$ cat src/hw/rtl/cfd_pkg.sv
// ----------------------------------------------------------------------------
// Command frame deframer package
// Shared types, codes and the length decode used by the deframer modules.
// ----------------------------------------------------------------------------
`default_nettype none

package cfd_pkg;

   localparam int unsigned BYTE_W   = 8;
   localparam int unsigned ID_W     = 2;
   localparam int unsigned EP_W     = 2;
   localparam int unsigned LEN_W    = 8;
   localparam int unsigned IDX_W    = 7;
   localparam int unsigned KIND_W   = 2;

   localparam logic [EP_W-1:0]   OWN_EP_RESET = 2'd2;
   localparam logic [LEN_W-1:0]  MAX_PAYLOAD  = 8'd128;

   localparam logic [BYTE_W-1:0] HDR_VERSION_MASK  = 8'h80;
   localparam logic [BYTE_W-1:0] HDR_RESERVED_MASK = 8'h04;

   typedef enum logic [KIND_W-1:0] {
      KIND_HDR_OK  = 2'd0,
      KIND_HDR_BAD = 2'd1,
      KIND_PAYLOAD = 2'd2
   } kind_type;

   typedef struct packed {
      kind_type              kind;
      logic [BYTE_W-1:0]     payload_byte;
      logic [ID_W-1:0]       frame_id;
      logic [EP_W-1:0]       frame_endpoint;
      logic [LEN_W-1:0]      payload_length;
      logic [IDX_W-1:0]      byte_index;
      logic                  last;
      logic                  for_us;
   } rsp_type;

   function automatic logic [LEN_W-1:0] len_decode(input logic [1:0] code);
      logic [LEN_W-1:0] len;
      unique case (code)
         2'd0: len = 8'd1;
         2'd1: len = 8'd4;
         2'd2: len = 8'd32;
         2'd3: len = MAX_PAYLOAD;
         default: len = 8'd1;
      endcase
      return len;
   endfunction

endpackage

`default_nettype wire

$ cat src/hw/rtl/cfd_in_stage.sv
// ----------------------------------------------------------------------------
// Command frame deframer input stage
// Registers each received byte and its valid flag ahead of the decoder.
// ----------------------------------------------------------------------------
`default_nettype none

module cfd_in_stage (
   input  wire logic                      clock,
   input  wire logic                      reset,
   input  wire logic                      req_valid,
   output logic                           req_ready,
   input  wire logic [cfd_pkg::BYTE_W-1:0] req_rx_byte,
   input  wire logic                      advance,
   output logic                           s1_valid,
   output logic [cfd_pkg::BYTE_W-1:0]     s1_byte
);
   import cfd_pkg::*;

   logic              valid_ff;
   logic              valid_in;
   logic [BYTE_W-1:0] byte_ff;

   assign req_ready = !valid_ff || advance;
   assign valid_in  = req_ready ? req_valid : valid_ff;

   always_ff @(posedge clock) begin
      if (reset) begin
         valid_ff <= 1'b0;
      end else begin
         valid_ff <= valid_in;
      end
   end

   always_ff @(posedge clock) begin
      if (req_valid && req_ready) begin
         byte_ff <= req_rx_byte;
      end
   end

   assign s1_valid = valid_ff;
   assign s1_byte  = byte_ff;

endmodule

`default_nettype wire

$ cat src/hw/rtl/cfd_decode.sv
// ----------------------------------------------------------------------------
// Command frame deframer decoder
// Checks headers, tracks the frame state and forms one result per byte.
// ----------------------------------------------------------------------------
`default_nettype none

module cfd_decode (
   input  wire logic                       clock,
   input  wire logic                       reset,
   input  wire logic                       step,
   input  wire logic [cfd_pkg::BYTE_W-1:0] rx_byte,
   input  wire logic [cfd_pkg::EP_W-1:0]   own_endpoint,
   output cfd_pkg::rsp_type                rsp
);
   import cfd_pkg::*;

   logic              in_payload_ff, in_payload_in;
   logic [IDX_W-1:0]  count_ff, count_in;
   logic [LEN_W-1:0]  len_ff, len_in;
   logic [ID_W-1:0]   id_ff, id_in;
   logic [EP_W-1:0]   ep_ff, ep_in;
   logic              hdr_bad;
   logic              is_last;
   logic [ID_W-1:0]   hdr_id;
   logic [EP_W-1:0]   hdr_ep;
   logic [LEN_W-1:0]  hdr_len;

   assign hdr_bad = ((rx_byte & HDR_VERSION_MASK) != '0) ||
                    ((rx_byte & HDR_RESERVED_MASK) != '0);
   assign hdr_id  = rx_byte[6:5];
   assign hdr_ep  = rx_byte[4:3];
   assign hdr_len = len_decode(rx_byte[1:0]);
   assign is_last = ({1'b0, count_ff} + 8'd1) >= len_ff;

   always_comb begin
      in_payload_in = in_payload_ff;
      count_in      = count_ff;
      len_in        = len_ff;
      id_in         = id_ff;
      ep_in         = ep_ff;
      rsp           = '0;
      if (!in_payload_ff) begin
         if (hdr_bad) begin
            rsp.kind = KIND_HDR_BAD;
         end else begin
            id_in              = hdr_id;
            ep_in              = hdr_ep;
            len_in             = hdr_len;
            count_in           = '0;
            in_payload_in      = 1'b1;
            rsp.kind           = KIND_HDR_OK;
            rsp.frame_id       = hdr_id;
            rsp.frame_endpoint = hdr_ep;
            rsp.payload_length = hdr_len;
            rsp.for_us         = (hdr_ep == own_endpoint);
         end
      end else begin
         rsp.kind           = KIND_PAYLOAD;
         rsp.payload_byte   = rx_byte;
         rsp.frame_id       = id_ff;
         rsp.frame_endpoint = ep_ff;
         rsp.payload_length = len_ff;
         rsp.byte_index     = count_ff;
         rsp.last           = is_last;
         rsp.for_us         = (ep_ff == own_endpoint);
         if (is_last) begin
            in_payload_in = 1'b0;
            count_in      = '0;
         end else begin
            count_in = count_ff + 7'd1;
         end
      end
   end

   always_ff @(posedge clock) begin
      if (reset) begin
         in_payload_ff <= 1'b0;
         count_ff      <= '0;
         len_ff        <= '0;
         id_ff         <= '0;
         ep_ff         <= '0;
      end else if (step) begin
         in_payload_ff <= in_payload_in;
         count_ff      <= count_in;
         len_ff        <= len_in;
         id_ff         <= id_in;
         ep_ff         <= ep_in;
      end
   end

endmodule

`default_nettype wire

$ cat src/hw/rtl/cfd_out_stage.sv
// ----------------------------------------------------------------------------
// Command frame deframer output stage
// Holds one result until the downstream side takes the transfer.
// ----------------------------------------------------------------------------
`default_nettype none

module cfd_out_stage (
   input  wire logic             clock,
   input  wire logic             reset,
   input  wire logic             load_valid,
   input  wire cfd_pkg::rsp_type load_data,
   output logic                  advance,
   output logic                  rsp_valid,
   input  wire logic             rsp_ready,
   output cfd_pkg::rsp_type      rsp_data
);
   import cfd_pkg::*;

   logic    valid_ff;
   logic    valid_in;
   rsp_type data_ff;

   assign advance  = !valid_ff || rsp_ready;
   assign valid_in = advance ? load_valid : valid_ff;

   always_ff @(posedge clock) begin
      if (reset) begin
         valid_ff <= 1'b0;
      end else begin
         valid_ff <= valid_in;
      end
   end

   always_ff @(posedge clock) begin
      if (advance && load_valid) begin
         data_ff <= load_data;
      end
   end

   assign rsp_valid = valid_ff;
   assign rsp_data  = data_ff;

endmodule

`default_nettype wire

$ cat src/hw/rtl/command_frame_deframer_unit.sv
// ----------------------------------------------------------------------------
// Command frame deframer
// Splits a received byte stream into checked headers and indexed payload.
// ----------------------------------------------------------------------------
// Each received byte gives exactly one result. The block takes one byte per
// cycle while results are taken; a transferred byte is first held in the
// input register, and the header check, length decode and byte counter sit
// between it and the result register that drives the result port.
// Back-pressure on the result side stalls the input only once both registers
// are full. The own endpoint register resets to 2 and is compared on every
// accepted header and on every payload result.
// ----------------------------------------------------------------------------
`default_nettype none

module command_frame_deframer_unit (
   input  wire logic                       clock,
   input  wire logic                       reset,
   input  wire logic                       req_valid,
   output logic                            req_ready,
   input  wire logic [cfd_pkg::BYTE_W-1:0] req_rx_byte,
   output logic                            rsp_valid,
   input  wire logic                       rsp_ready,
   output logic [cfd_pkg::KIND_W-1:0]      rsp_kind,
   output logic [cfd_pkg::BYTE_W-1:0]      rsp_payload_byte,
   output logic [cfd_pkg::ID_W-1:0]        rsp_frame_id,
   output logic [cfd_pkg::EP_W-1:0]        rsp_frame_endpoint,
   output logic [cfd_pkg::LEN_W-1:0]       rsp_payload_length,
   output logic [cfd_pkg::IDX_W-1:0]       rsp_byte_index,
   output logic                            rsp_last,
   output logic                            rsp_for_us,
   input  wire logic                       csr_wr_en,
   input  wire logic [cfd_pkg::EP_W-1:0]   csr_wr_data
);
   import cfd_pkg::*;

   logic [EP_W-1:0]   own_endpoint_ff;
   logic              advance;
   logic              s1_valid;
   logic [BYTE_W-1:0] s1_byte;
   rsp_type           dec_rsp;
   rsp_type           out_rsp;

   always_ff @(posedge clock) begin
      if (reset) begin
         own_endpoint_ff <= OWN_EP_RESET;
      end else if (csr_wr_en) begin
         own_endpoint_ff <= csr_wr_data;
      end
   end

   cfd_in_stage u_in_stage (
      .clock       (clock),
      .reset       (reset),
      .req_valid   (req_valid),
      .req_ready   (req_ready),
      .req_rx_byte (req_rx_byte),
      .advance     (advance),
      .s1_valid    (s1_valid),
      .s1_byte     (s1_byte)
   );

   cfd_decode u_decode (
      .clock        (clock),
      .reset        (reset),
      .step         (s1_valid && advance),
      .rx_byte      (s1_byte),
      .own_endpoint (own_endpoint_ff),
      .rsp          (dec_rsp)
   );

   cfd_out_stage u_out_stage (
      .clock      (clock),
      .reset      (reset),
      .load_valid (s1_valid),
      .load_data  (dec_rsp),
      .advance    (advance),
      .rsp_valid  (rsp_valid),
      .rsp_ready  (rsp_ready),
      .rsp_data   (out_rsp)
   );

   assign rsp_kind           = out_rsp.kind;
   assign rsp_payload_byte   = out_rsp.payload_byte;
   assign rsp_frame_id       = out_rsp.frame_id;
   assign rsp_frame_endpoint = out_rsp.frame_endpoint;
   assign rsp_payload_length = out_rsp.payload_length;
   assign rsp_byte_index     = out_rsp.byte_index;
   assign rsp_last           = out_rsp.last;
   assign rsp_for_us         = out_rsp.for_us;

endmodule

`default_nettype wire

$ cat config.mk
export PLATFORM = sky130hd
export DESIGN_NAME = command_frame_deframer_unit
export DESIGN_NICKNAME = d
export VERILOG_FILES = /design/src/hw/rtl/cfd_pkg.sv /design/src/hw/rtl/cfd_in_stage.sv /design/src/hw/rtl/cfd_decode.sv /design/src/hw/rtl/cfd_out_stage.sv /design/src/hw/rtl/command_frame_deframer_unit.sv
export SDC_FILE = /design/constraint.sdc
export NUM_CORES = 1
export LEC_CHECK = 0
export ABC_CLOCK_PERIOD_IN_PS = 2900
export BUFFER_PORTS_ARGS = -buffer_cell sky130_fd_sc_hd__buf_4
export CAP_MARGIN = 25
export CORE_ASPECT_RATIO = 0.6
export CORE_MARGIN = 3
export CORE_UTILIZATION = 54
export CTS_BUF_LIST = sky130_fd_sc_hd__clkbuf_16
export DETAILED_ROUTE_END_ITERATION = 8
export GPL_ROUTABILITY_DRIVEN = 0
export PLACE_DENSITY = 0.77
export SETUP_SLACK_MARGIN = 0.3
export SLEW_MARGIN = 20
export SYNTH_ARGS = -nofsm -noshare
export SYNTH_HDL_FRONTEND = slang
export SYNTH_SLANG_ARGS = --single-unit
$ cat constraint.sdc
create_clock -name clock -period 2.9 [get_ports clock]
set_clock_uncertainty 0.2 [all_clocks]
set_input_delay 0.145 -clock clock [delete_from_list [all_inputs] [get_ports clock]]
set_output_delay 0.145 -clock clock [all_outputs]
set_load 0.1 [all_outputs]
# Word level (Yosys, flattened, before mapping)

Index checks and enable logic that the tools add are counted.

Bitwise operators: 2
Multiplexer cells: 12
Reduce and logical (&&, ||, !) cells: 10
Add/sub/neg operators: 2
Order comparisons: 1
Equal/unequal tests: 6

Operators by type and width:

| cell                                                | count |
|---|---|
| one-hot mux 8 bit (4 select lines)                  | 1 |
| two-way mux 12 bit                                  | 2 |
| two-way mux 7 bit                                   | 3 |
| adder 7 x 1 -> 8 bit, second input constant         | 1 |
| >= comparator 8 bit                                 | 1 |
| adder 7 x 1 -> 7 bit, second input constant         | 1 |
| two-way mux 1 bit                                   | 6 |
| equality test 2 bit                                 | 2 |
| equality test 2 bit, second input constant          | 2 |
| logical OR 1 bit                                    | 3 |
| AND reduction 3 bit                                 | 1 |
| equality test 2 x 1 -> 1 bit, second input constant | 1 |
| logical AND 1 bit                                   | 2 |
| logical NOT 1 bit                                   | 2 |
| logical NOT 2 bit                                   | 1 |
| != test 2 x 1 -> 1 bit, second input constant       | 1 |
| inverter 1 bit                                      | 2 |
| AND reduction 2 bit                                 | 1 |

Output and inout bits: 33
Register bits after elaboration: 63

# Depth between registers and ports, before layout

Gate-level depths: netlist of the first run.

Word-level depth: 4
Mapped depth: 7
Mapped depth without buffers: 7

# Hierarchy

A second synthesis of the first run with hierarchy kept.

Cell total of the unflattened synthesis: 203
Area, all modules: 2487.4 um^2

By module, submodules not included:

| module                      | area an instance (um^2) | times used | seq. area each (um^2) | cells each |
|---|---|---|---|---|
| cfd_decode                  | 1131.1                  | 1          | 320.3                 | 147 |
| cfd_out_stage               | 985.9                   | 1          | 950.9                 | 36 |
| cfd_in_stage                | 295.3                   | 1          | 260.2                 | 13 |
| command_frame_deframer_unit | 75.1                    | 1          | 40.0                  | 7 |

# Worst setup path after synthesis of the first run

No wires, ideal clock.

Path type: reg-to-reg
From: register u_out_stage.valid_ff (netlist: u_out_stage.rsp_valid)
To: register u_in_stage.byte_ff[0] (netlist: u_in_stage.s1_byte[0]), enable pin
Stages on the path, launching flop included: 4
Slack: 86 ps
Buffers on the path: 0
Required time: 2421 ps
Arrival: 2334 ps
Path through: dfxtp_1 > nor2b_1 > nand2_1 > and2_1

Word-level cells in the longest chain between the ends: 4

RTL lines:

| element                | RTL line                          | text |
|---|---|---|
| start, declared        | cfd_out_stage.sv:19               | `logic valid_ff;` |
| start signal, assigned | cfd_out_stage.sv:30               | `valid_ff <= valid_in;` |
| logical NOT 1 bit      | cfd_out_stage.sv:23               | `assign advance = !valid_ff \|\| rsp_ready;` |
| logical OR 1 bit       | cfd_out_stage.sv:23               |  |
| logical OR 1 bit       | cfd_in_stage.sv:23                | `assign req_ready = !valid_ff \|\| advance;` |
| net req_ready          | command_frame_deframer_unit.sv:19 | `output logic req_ready,` |
| logical AND 1 bit      | cfd_in_stage.sv:35                | `if (req_valid && req_ready) begin` |
| end signal, assigned   | cfd_in_stage.sv:36                | `byte_ff <= req_rx_byte;` |
| end, declared          | cfd_in_stage.sv:21                | `logic [BYTE_W-1:0] byte_ff;` |

The timed path passes the listed nets, and every way through them passes these cells.
A chain may end at the register's enable or synchronous reset.

# Final worst setup path of the first run

From: register u_decode.count_ff[3]
To: register u_out_stage.data_ff, in the netlist u_out_stage.rsp_data[1] (data pin)

Word-level cells in the longest chain between the ends: 2

RTL lines:

| element                | RTL line            | text |
|---|---|---|
| start, declared        | cfd_decode.sv:18    | `logic [IDX_W-1:0] count_ff, count_in;` |
| start signal, assigned | cfd_decode.sv:84    | `count_ff <= count_in;` |
| adder 7 x 1 -> 8 bit   | cfd_decode.sv:33    | `assign is_last = ({1'b0, count_ff} + 8'd1) >= len_ff;` |
| >= comparator 8 bit    | cfd_decode.sv:33    |  |
| end signal, assigned   | cfd_out_stage.sv:36 | `data_ff <= load_data;` |
| end, declared          | cfd_out_stage.sv:21 | `rsp_type data_ff;` |

No other way between the ends.

==> results list, run 1 <==
- Initial antenna violation count: 0
- In the final layout, the share of cells above drive strength 1 is around a quarter.
* Static leakage: 1.18 nW
- Data required time of the critical path: 2750 ps
- Height of the die: 57.3 um
- Wirelength per Cell: 14.9 um
- Critical path's top delay family: compound AO/OA/AOI/OAI gates
- Buffers placed on the I/O ports in this run total 43.
* Share of the yosys chip area belonging to registers: between 60% and 70%
* Distinct cell type count of the synthesized netlist: 35
* Status: finished, final reports clean
* Final Hold Violating Endpoints: 0
- Number of primary I/O pins: between 40 and 50
- The initial utilization of the core area, before any placement, comes to 60.2%.
- The biggest area contributor in the post-synthesis netlist is edfxtp_1.
* Number of diodes added for antenna fixing: 0
- Yosys mapped a number of flops with a built-in enable equal to 35.
* Setup Viol. Count Final: 0
* Commonest cells in the synthesized netlist: 35 x edfxtp_1, 28 x nand2_1, 20 x dfxtp_1
- At the later pin of the worst-skew pair, clock insertion delay measures around 290 ps.
- Before antenna repair, the detailed router went through 4 iterations.
- In this run the deepest clock path goes through 2 buffers.
- Number of nets with antenna violations after detailed routing: 0
- After detailed placement, the design holds a cell count of 293.
- DPL Wire Length: between 3 and 4 mm
- In the synthesized netlist the dominant register cell turns out to be edfxtp_1.
* Vias post-DR: 1650
- Worst Hold End: u_decode.id_ff[0]$_SDFFE_PP0P_
- Area of placed instances: roughly 2700 sq um
* Width of the die: 91.5 um
* Launching point of the worst reg2reg path: u_decode.count_ff[3]$_SDFFE_PP0P_
- Fmax achieved: 399 MHz
- For the final routed database, the setup TNS stands at 0 ps.
* Number of post-CTS setup repair buffers: 0
- Count of fill cells added during filler insertion: between 200 and 300
* Cts bufs inserted: 5
- Footprint of the multi-input gates: 821 sq um
- Fin nets: 280
* Die area: 5240 sq um
- Global-route usage over all layers: a little under a fifth
- Entering global routing, the biggest net connects 30 pins.
* Ranking of synthesized cells by area: edfxtp_1 44%, dfxtp_1 17%, nand2_1 4.4%, and2_1 4.2%, ha_1 2.6%
- Worst IR drop on VDD: 0.298 mV
- The cell area that synthesis handed to floorplanning was 2370 sq um.
- Power density over cell area: ~570 nW/um^2
* Hold slack: 260 ps
- For this run the aggregate overflow at the end of global routing stands at 0.
* Longest individual stage delay on the worst path: just under 400 ps
- Clock-pin slew was measured on the worst setup and hold paths at 70 ps.
* Unrepaired setup endpoints after global routing: false
- Max-cap viol count: 0
- Core Util, Final: 77.4%
- Post-Layout Cell Count: 318
- During synthesis, Yosys emitted a total of 0 warnings.
- After synthesis, the largest area contributor takes up 44.4% of total cell area.
- After detailed routing, the number of vias per cell comes to between 5 and 6.
* Cells after Synth: 197
- Total area of sequential cells: 1460 sq um
* Area growth from synthesis to layout: 28.6%
* Count of final max-slew check failures: 0
- Headroom to the max-slew limit came out at 59.1%.
* Flop and latch count out of synthesis: 55
* Hold Path Class: reg2reg
- Number of clock sinks: 55
* Clock root buffer: clkbuf_16
- The worst setup path is captured at a register.
- Data on the critical path arrives at its endpoint at around 2400 ps.
- Dividing the synthesized area by the synthesized cell count gives 12.0 sq um.
* CTS tree: built
- Along the worst path, the maximum fanout reaches 9.
- After floorplanning, the core was sized to cover a little under 4000 sq um.
* Sum of buffers and inverters on the critical path: 0
- Number of placement rows: 17
* Worst R2R End: u_out_stage.rsp_data[1]$_SDFFCE_PN0P_
- The clock tree synthesis step divided the H-tree into 2 levels.
- Slew at the pin closest to its max-slew limit: about 600 ps
- Hold Path Origin: u_decode.id_ff[0]$_SDFFE_PP0P_
* Number of cells on the worst reg-to-reg path: 7
- The first routing iteration left roughly 130 violations.
- The slowest stage of the critical path belongs to the cell dfxtp_2.
- edfxtp_1 is the most common cell in the netlist.
- The worst hold path passes through 2 cells.
- After synthesis, the share of flip-flops with an asynchronous set or reset is 0%.
* First-pass GRT wire length: 7.79 mm
- After layout, the minimum clock period comes to around 2500 ps.
* Vias in the first global route: roughly 1600
* Worst setup SP type: register
- Share of the clock period used by the worst path after layout: a little under nine tenths
- In the routed design, unresolved DRC markers number 0.
- Ordered list of cells on the worst path: nand3_2, nor2_1, xor2_1, ha_1, a2111oi_4, o221ai_4, and2_2
* Start-to-end type of the worst setup path: reg2reg
- After detailed routing, the total wire length is approximately 4.8 mm.
* Area of all placed cells without fillers: 3050 sq um
- Reg-to-reg setup timing slack: around 390 ps
## power breakdown
group | internal, mW | switching, mW | total, mW
Sequential | 0.864 | 0.0153 | 0.879
Combinational | 0.0722 | 0.214 | 0.287
Clock | 0.320 | 0.265 | 0.585
## cell families after synthesis
logic type / after synthesis / share of synthesized area [%]
xor+xnor: 9 / 3.33
other cells: 1 / 0.158
simple gates: 76 / 16.1
compound gates: 32 / 11.5
flops: 55 / 61.3
mux: 1 / 0.423
fa+ha+maj: 5 / 2.64
buf+inv: 18 / 4.60
## cell usage in the layout, fill, tap and decap left out, types with 2 or more instances in the layout
master,count
a21oi_1,10
a22o_1,7
and2_1,16
and2_2,2
buf_4,47
clkbuf_16,5
clkinv_4,2
conb_1,4
dfxtp_1,15
dfxtp_2,5
dlygate4sd3_1,17
edfxtp_1,35
ha_1,5
inv_1,8
nand2_1,28
nand3_1,9
nor2_1,8
nor2b_1,5
nor3_1,2
o21ai_1,4
o31ai_1,3
xnor2_1,6
xor2_1,3
## per-layer routing
metal | part of all wire [%] | wire length (um) | global-route usage [%]
met2 | 46 | 2180 | 30.7
met3 | 8.9 | 425 | 5.53
met1 | 44 | 2090 | 25.5
met5 | 0 | 0 | 0
met4 | 1.3 | 61 | 6.01
## worst max path at each step
stage / slack, ps / cells past startpoint / start / endpoint
after detailed placement: 350 / 7 / u_decode.count_ff[3]$_SDFFE_PP0P_ / u_out_stage.rsp_data[1]$_SDFFCE_PN0P_
after CTS: 340 / 7 / u_decode.count_ff[2]$_SDFFE_PP0P_ / u_out_stage.rsp_data[1]$_SDFFCE_PN0P_
final: 390 / 7 / u_decode.count_ff[3]$_SDFFE_PP0P_ / u_out_stage.rsp_data[1]$_SDFFCE_PN0P_
after global routing: 320 / 7 / u_decode.count_ff[1]$_SDFFE_PP0P_ / u_out_stage.rsp_data[1]$_SDFFCE_PN0P_
after floorplan: 400 / 3 / u_out_stage.rsp_valid$_SDFFE_PP0P_ / u_in_stage.s1_byte[0]$_DFFE_PP_
after global placement: 480 / 7 / u_decode.count_ff[2]$_SDFFE_PP0P_ / u_out_stage.rsp_data[1]$_SDFFCE_PN0P_
## area by class of cell
cell class                 instances  share of cell area [%]
clock inverter                     3                   0.698
multi-input combinational        127                    27.0
timing repair buffer              64                    17.2
inverter                           7                   0.863
tap                               57                    2.34
sequential                        55                    47.9
clock buffer                       5                    4.11
## state kept, by name, summed over array words and instances, names as in the netlist
| signal | flops |
|---|---|
| u_decode.count_ff | 7 |
| u_decode.id_ff | 2 |
| own_endpoint_ff | 2 |
| u_in_stage.s1_byte | 8 |
| u_decode.ep_ff | 2 |
| u_decode.len_ff | 4 |
| u_decode.in_payload_ff | 1 |
| u_in_stage.s1_valid | 1 |
| u_out_stage.rsp_data | 27 |
| u_out_stage.rsp_valid | 1 |
## worst register-to-register path: stages, from the launching register on
cell and delay (ps):
dfxtp_2 390, nand3_2 120, nor2_1 170, xor2_1 220, ha_1 310, a2111oi_4 380
o221ai_4 220, and2_2 250
## stage by stage
stage | power (mW) | setup slack (ps)
2_1_floorplan | 1.11 | 397
3_3_place_gp | 1.16 | 481
3_5_place_dp | 1.16 | 354
4_1_cts | 1.76 | 344
5_1_grt | 1.81 | 319
6_report | 1.75 | 395
## what timing repair did
action,4_1_cts,5_1_grt
setup endpoints to repair,0,1
hold buffers,17,0
gates resized for setup,0,4
endpoints found under the hold margin,21,0
Note: power is estimated with default switching activity, not from simulation.
==> run 2, diff against run 1 <==
--- a/config.mk
+++ b/config.mk
@@ -8,13 +8,15 @@
 export ABC_CLOCK_PERIOD_IN_PS = 2900
 export BUFFER_PORTS_ARGS = -buffer_cell sky130_fd_sc_hd__buf_4
 export CAP_MARGIN = 25
+export CELL_PAD_IN_SITES_DETAIL_PLACEMENT = 2
+export CELL_PAD_IN_SITES_GLOBAL_PLACEMENT = 2
 export CORE_ASPECT_RATIO = 0.6
 export CORE_MARGIN = 3
-export CORE_UTILIZATION = 54
+export CORE_UTILIZATION = 35
 export CTS_BUF_LIST = sky130_fd_sc_hd__clkbuf_16
 export DETAILED_ROUTE_END_ITERATION = 8
 export GPL_ROUTABILITY_DRIVEN = 0
-export PLACE_DENSITY = 0.77
+export PLACE_DENSITY = 0.76
 export SETUP_SLACK_MARGIN = 0.3
 export SLEW_MARGIN = 20
 export SYNTH_ARGS = -nofsm -noshare
==> results list, run 2 (synthesis gave the netlist of run 1 again) <==
- Status: finished, final reports clean
* Max-cap viol count: 0
- Timing would allow up to 393 MHz.
* Unrepaired setup endpoints after global routing: false
* Vias in the first global route: between 1500 and 2000
- TritonCTS built the clock tree.
- Wirelength per Cell: approximately 19 um
* Initial standard-cell utilization of the core: a little under two fifths
- Count of fill cells added during filler insertion: around 640
- Start-to-end type of the worst setup path: reg2reg
- Pin placement for this block handled 48 I/O pins.
* Vias post-DR: about 1700
- Final Hold Violating Endpoints: 0
- Number of optimization iterations in the first detailed-route pass: 4
- The area growth from synthesis to layout is 33.0%.
- Register clock-pin slew on the reported worst setup and hold paths: 70 ps
- Buffers on Ports: 43
* Worst setup SP type: register
- At the pin with the least slew margin, the transition time is 631 ps.
* Relative slew slack: between 50% and 60%
- Detail-routed via count per cell: 5.05
* Number of placement rows: 22
* Routed wl met3: 290 um
- Dividing total power by cell area gives a power density of about 560 nW/um^2.
* Overflow left after global routing: 0
- The number of antenna diodes in the final layout is 0.
* Clock root buffer: clkbuf_16
- The floorplan step set the die width to 112 um.
* Die area: 7820 sq um
- Data required time of the critical path: 2750 ps
- The worst setup path is captured at a register.
- For this design, the sink count on the clock tree is 55.
- Dividing the final minimum period by the clock period gives 87.7%.
- Clock tree synthesis inserted a total of 5 buffers.
* Post-Layout Cell Count: between 300 and 400
- Height of the die: 69.7 um
* Number of flip-flops in the largest register: 27
- The H-tree was split into 2 levels.
- Of all nets on the critical path, the largest fanout is 7.
- Once placement completed, the tool counted placed cells totaling 319.
- At the end of the flow the core is filled with cells to 49.7%.
- Hold Path Class: reg2reg
* Drc violations: 0
* Share of cells above drive strength 1: 28.2%
- Initial antenna violation count: 0
- Arr. time, crit path: 2390 ps
- Setup Viol. Count Final: 0
- Fin nets: 281
- The worst-case IR drop observed on VDD is roughly 0.29 mV.
* Setup TNS after final layout: 0 ps
- Clock latency reported for the late side of the worst-skew pair: between 200 and 300 ps
- Static leakage: ~1.2 nW
* Total wire length after detailed routing: roughly 6.7 mm
- In the final routing, the length of wire on met1 measures roughly 3.4 mm.
- Number of buffers on the longest clock path: 2
- For this block, the initial DRC count from the detailed router was 77.
* Detailed-routed wire length on met2: 2.98 mm
* Pin count of the biggest net entering global routing: 26
- The worst path in the final design needs a cycle of 2540 ps, including I/O delays and setup.
- DPL Wire Length: 4.04 mm
- Most common library cell in the layout ignoring fill and taps: buf_4
* Count of final max-slew check failures: 0
- Once detail routing completed, the nets flagged for antenna violations numbered 0.
- The top cell types in the final layout, fill and taps aside, are 47 x buf_4, 35 x edfxtp_1, 28 x nand2_1.
- First-pass GRT wire length: 10.1 mm
- In the global route stage, overall resource usage came out at 16.3%.
* Highest metal layer used by the detailed router: met4
- Floorplan core area: approximately 6300 sq um
-- run 2: power breakdown --
| group | leakage (nW) | total, mW | switching [mW] | internal [mW] |
|---|---|---|---|---|
| clock | 0.0726 | 0.593 | 0.277 | 0.317 |
| sequential | 0.492 | 0.880 | 0.0179 | 0.862 |
| combinational | 0.611 | 0.293 | 0.221 | 0.0724 |
| total | 1.18 | 1.77 | 0.515 | 1.25 |
-- run 2: per-stage QoR --
step	power [mW]	setup WS [ps]	hold WS [ps]	cell area, sq um
finish	1.77	358	278	3150
global route	1.83	290	300	3150
CTS	1.77	314	275	3070
detailed placement	1.17	281	125	2760
global placement	1.17	428	124	2760
floorplan	1.11	397	12.9	2380
-- run 2: final cells by class --
type	instances	area, sq um	share of cell area [%]
Clock buffer	5	125	3.97
Inverter	7	26.3	0.834
Multi-Input combinational cell	128	890	28.2
Sequential cell	55	1460	46.5
Tap cell	84	105	3.34
Timing Repair Buffer	64	523	16.6
Clock inverter	3	16.3	0.516
-- run 2: worst paths after layout --
kind / from / to / slack [ps] / cells past startpoint
worst max-delay path: u_decode.count_ff[0]$_SDFFE_PP0P_ / u_out_stage.rsp_data[1]$_SDFFCE_PN0P_ / 360 / 7
worst min-delay path: u_decode.id_ff[1]$_SDFFE_PP0P_ / u_decode.id_ff[1]$_SDFFE_PP0P_ / 280 / 2
worst max register to register: u_decode.count_ff[0]$_SDFFE_PP0P_ / u_out_stage.rsp_data[1]$_SDFFCE_PN0P_ / 360 / 7
worst min register to register: u_decode.id_ff[1]$_SDFFE_PP0P_ / u_decode.id_ff[1]$_SDFFE_PP0P_ / 280 / 2
-- run 2: what timing repair did --
| action | in CTS | in global routing |
|---|---|---|
| cloned | 0 | 1 |
| gates resized for setup | 4 | 10 |
| setup buffers | 0 | 1 |
| hold endpoints to repair | 21 | 0 |
| pin swaps | 0 | 2 |
| hold buffers | 17 | 0 |
| setup endpoints to repair | 1 | 5 |
-- run 2: critical path, stage by stage (launching register included) --
cell and delay [ps]:
dfxtp_2 420, ha_2 260, xor2_2 210, ha_1 260
a21o_1 170, o2111ai_2 300, o221ai_4 230, and2_2 240
-- run 2: metal layers --
layer / GRT usage (%) / vias up
li1: - / 813
met1: 24.1 / 879
met2: 24.8 / 50
met3: 3.31 / 4
met4: 3.20 / 0
met5: 0 / -
==> run 3, diff against run 2 <==
--- a/config.mk
+++ b/config.mk
@@ -5,18 +5,18 @@
 export SDC_FILE = /design/constraint.sdc
 export NUM_CORES = 1
 export LEC_CHECK = 0
-export ABC_CLOCK_PERIOD_IN_PS = 2900
+export ABC_CLOCK_PERIOD_IN_PS = 2280
 export BUFFER_PORTS_ARGS = -buffer_cell sky130_fd_sc_hd__buf_4
 export CAP_MARGIN = 25
 export CELL_PAD_IN_SITES_DETAIL_PLACEMENT = 2
 export CELL_PAD_IN_SITES_GLOBAL_PLACEMENT = 2
 export CORE_ASPECT_RATIO = 0.6
 export CORE_MARGIN = 3
-export CORE_UTILIZATION = 35
+export CORE_UTILIZATION = 32
 export CTS_BUF_LIST = sky130_fd_sc_hd__clkbuf_16
 export DETAILED_ROUTE_END_ITERATION = 8
 export GPL_ROUTABILITY_DRIVEN = 0
-export PLACE_DENSITY = 0.76
+export PLACE_DENSITY = 0.73
 export SETUP_SLACK_MARGIN = 0.3
 export SLEW_MARGIN = 20
 export SYNTH_ARGS = -nofsm -noshare
==> constraint.sdc (replaced) <==
create_clock -name clock -period 2.28 [get_ports clock]
set_clock_uncertainty 0.2 [all_clocks]
set_input_delay 0.114 -clock clock [delete_from_list [all_inputs] [get_ports clock]]
set_output_delay 0.114 -clock clock [all_outputs]
set_load 0.1 [all_outputs]
==> results list, run 3 (synthesis gave the netlist of run 1 again) <==
- Critical path peak fanout: 7
- Number of clock sinks: 55
- Counting the fill cells in the layout gives roughly 700.
* Floorplan core area: slightly below 7000 sq um
* Fin nets: between 300 and 400
- For this run, the top clock speed supported by timing is 420 MHz.
- Met1 track demand over resource in global routing: a little under a quarter
- The area growth from synthesis to layout is 43.8%.
- Overflow left after global routing: 0
- Timing analysis after detailed placement gives a worst setup slack of -145 ps.
- STA puts the critical path data arrival time at between 2000 and 2500 ps.
- STA classifies the critical path endpoint as a register.
- GR Util met2: 28.4%
* Shortest clock period the worst path allows after layout: 2380 ps
- Counting the buffers created by CTS gives 5.
- Footprint of the multi-input gates: 945 sq um
- The count of buffers added on input and output ports is 43.
* Status: finished with violations
- Number of flip-flops in the largest register: 27
- Total wire length after detailed routing: between 8 and 9 mm
- In the routed layout, each cell is associated on average with a via count of 4.89.
* Setup Viol. Count Final: 7
- Clock-pin slew was measured on the worst setup and hold paths at 70 ps.
* Clock latency reported for the late side of the worst-skew pair: 300 ps
- Top library cells by usage in the layout, fill and taps aside: 68 x buf_4, 35 x edfxtp_1, 26 x nand2_1
* Static leakage: 1.35 nW
- The library cell used most frequently in the layout, excluding fill and tap cells, is buf_4.
- Initial antenna violation count: 0
* First-pass GRT wire length: 11.0 mm
* Worst IR drop on VDD: 0.341 mV
* Worst setup SP type: register
- The post-route netlist has a little under two fifths of its cells at a drive strength greater than 1.
- Total area of sequential cells: 1470 sq um
- DPL Wire Length: 4.34 mm
* Fraction of met3 tracks used by global routing: 3.89%
* Height of the die: 72.6 um
- Number of diodes added for antenna fixing: 0
* Post-Layout Cell Count: 370
* Reg-to-reg setup timing slack: -100 ps
- The max-slew violation count came to 0.
- After the first detailed-routing iteration, the DRC count stood at 113.
- Data required time of the critical path: 2250 ps
- The number of global-route vias before repair is about 2000.
* Number of optimization iterations in the first detailed-route pass: 4
- Final Hold Violating Endpoints: 0
- Drc violations: 0
- In the finished design, the share of the clock period the worst path needs comes to 105%.
- The worst hold path belongs to the class reg2reg.
- In this run the remaining antenna-violating nets after routing total 0.
- The die covers 8500 sq um.
- Measured along the x axis, the die boundary spans 117 um.
- Vias post-DR: around 1800
- CTS tree: built
- Global-route usage over all layers: 17.3%
* Start-to-end type of the worst setup path: reg2reg
* Minimum setup slack in the final design: -103 ps
* Count of placed standard cells including taps: 335
* Power density over cell area: ~700 nW/um^2
- Number of primary I/O pins: 48
- Row generation in the floorplan step produced 23 rows.
* Number of buffers on the longest clock path: 2
- Unrepaired setup endpoints after global routing: true
* Initial standard-cell utilization of the core: 34.3%
- Core Util, Final: 49.3%
- The layer flagged by global routing as most heavily used is met2.
* Failing checks: setup timing
- Wirelength per Cell: 22.1 um
* Max-cap viol count: 0
* Clock root buffer: clkbuf_16
- On the final layout, the worst hold slack is 310 ps.
- Entering global routing, the biggest net connects 18 pins.
* Clock H-tree levels: 2
## run 3: cell count changes in the layout (fill, tap and decap cells not counted), moves of 2 or more
cell     delta
nand2_1     -2
buf_6       +2
buf_4      +21
ha_4        +2
nand2_4     +2
o21ai_1     -4
o21ai_2     +4
## run 3: where the power goes
group	switching (mW)	leakage (nW)	internal, mW
sequential	0.0254	0.492	1.10
combinational	0.287	0.767	0.0973
clock	0.360	0.0864	0.512
total	0.673	1.35	1.70
## run 3: worst paths after layout
path / endpoint / start / depth (start not counted)
max reg2reg: u_decode.count_ff[4]$_SDFFE_PP0P_ / u_decode.count_ff[4]$_SDFFE_PP0P_ / 7
max: u_decode.count_ff[4]$_SDFFE_PP0P_ / u_decode.count_ff[4]$_SDFFE_PP0P_ / 7
min reg2reg: u_decode.id_ff[1]$_SDFFE_PP0P_ / u_decode.id_ff[1]$_SDFFE_PP0P_ / 2
min: u_decode.id_ff[1]$_SDFFE_PP0P_ / u_decode.id_ff[1]$_SDFFE_PP0P_ / 2
## run 3: repair_timing
item | 4_1_cts | 5_1_grt
endpoints found under the hold margin | 21 | 1
buffers inserted | 9 | 2
hold buffers | 15 | 1
resized for setup | 14 | 10
pin swaps | 9 | 12
endpoints found under the setup margin | 9 | 16
## run 3: layout make-up
| type | count | area share [%] |
|---|---|---|
| Multi-Input combinational cell | 127 | 27.8 |
| Tap cell | 87 | 3.20 |
| Sequential cell | 55 | 43.1 |
| Inverter | 7 | 0.772 |
| Clock inverter | 3 | 1.10 |
| Timing Repair Buffer | 86 | 20.4 |
| Clock buffer | 5 | 3.68 |
## run 3: per-layer routing
metal	vias to the layer above	share of wire, %
met5	-	0
met4	0	1.1
met3	7	3.5
met2	50	49
met1	908	46
li1	846	-
## run 3: worst max-delay path, cell delays in order (launching register included)
cell,delay (ps)
dfxtp_2,360
nand3_4,90
nor2_4,150
xor2_2,240
ha_4,250
a2111oi_4,380
o221ai_4,230
o31ai_1,360
## run 3: through the flow
| stage | TNS, ps | power (mW) | instance area (sq um) |
|---|---|---|---|
| 6_report | -219 | 2.38 | 3400 |
| 4_1_cts | -23.9 | 2.36 | 3330 |
| 3_5_place_dp | -631 | 1.49 | 2880 |
| 5_1_grt | -1080 | 2.44 | 3400 |
| 3_3_place_gp | -62.8 | 1.49 | 2880 |
| 2_1_floorplan | 0 | 1.41 | 2400 |
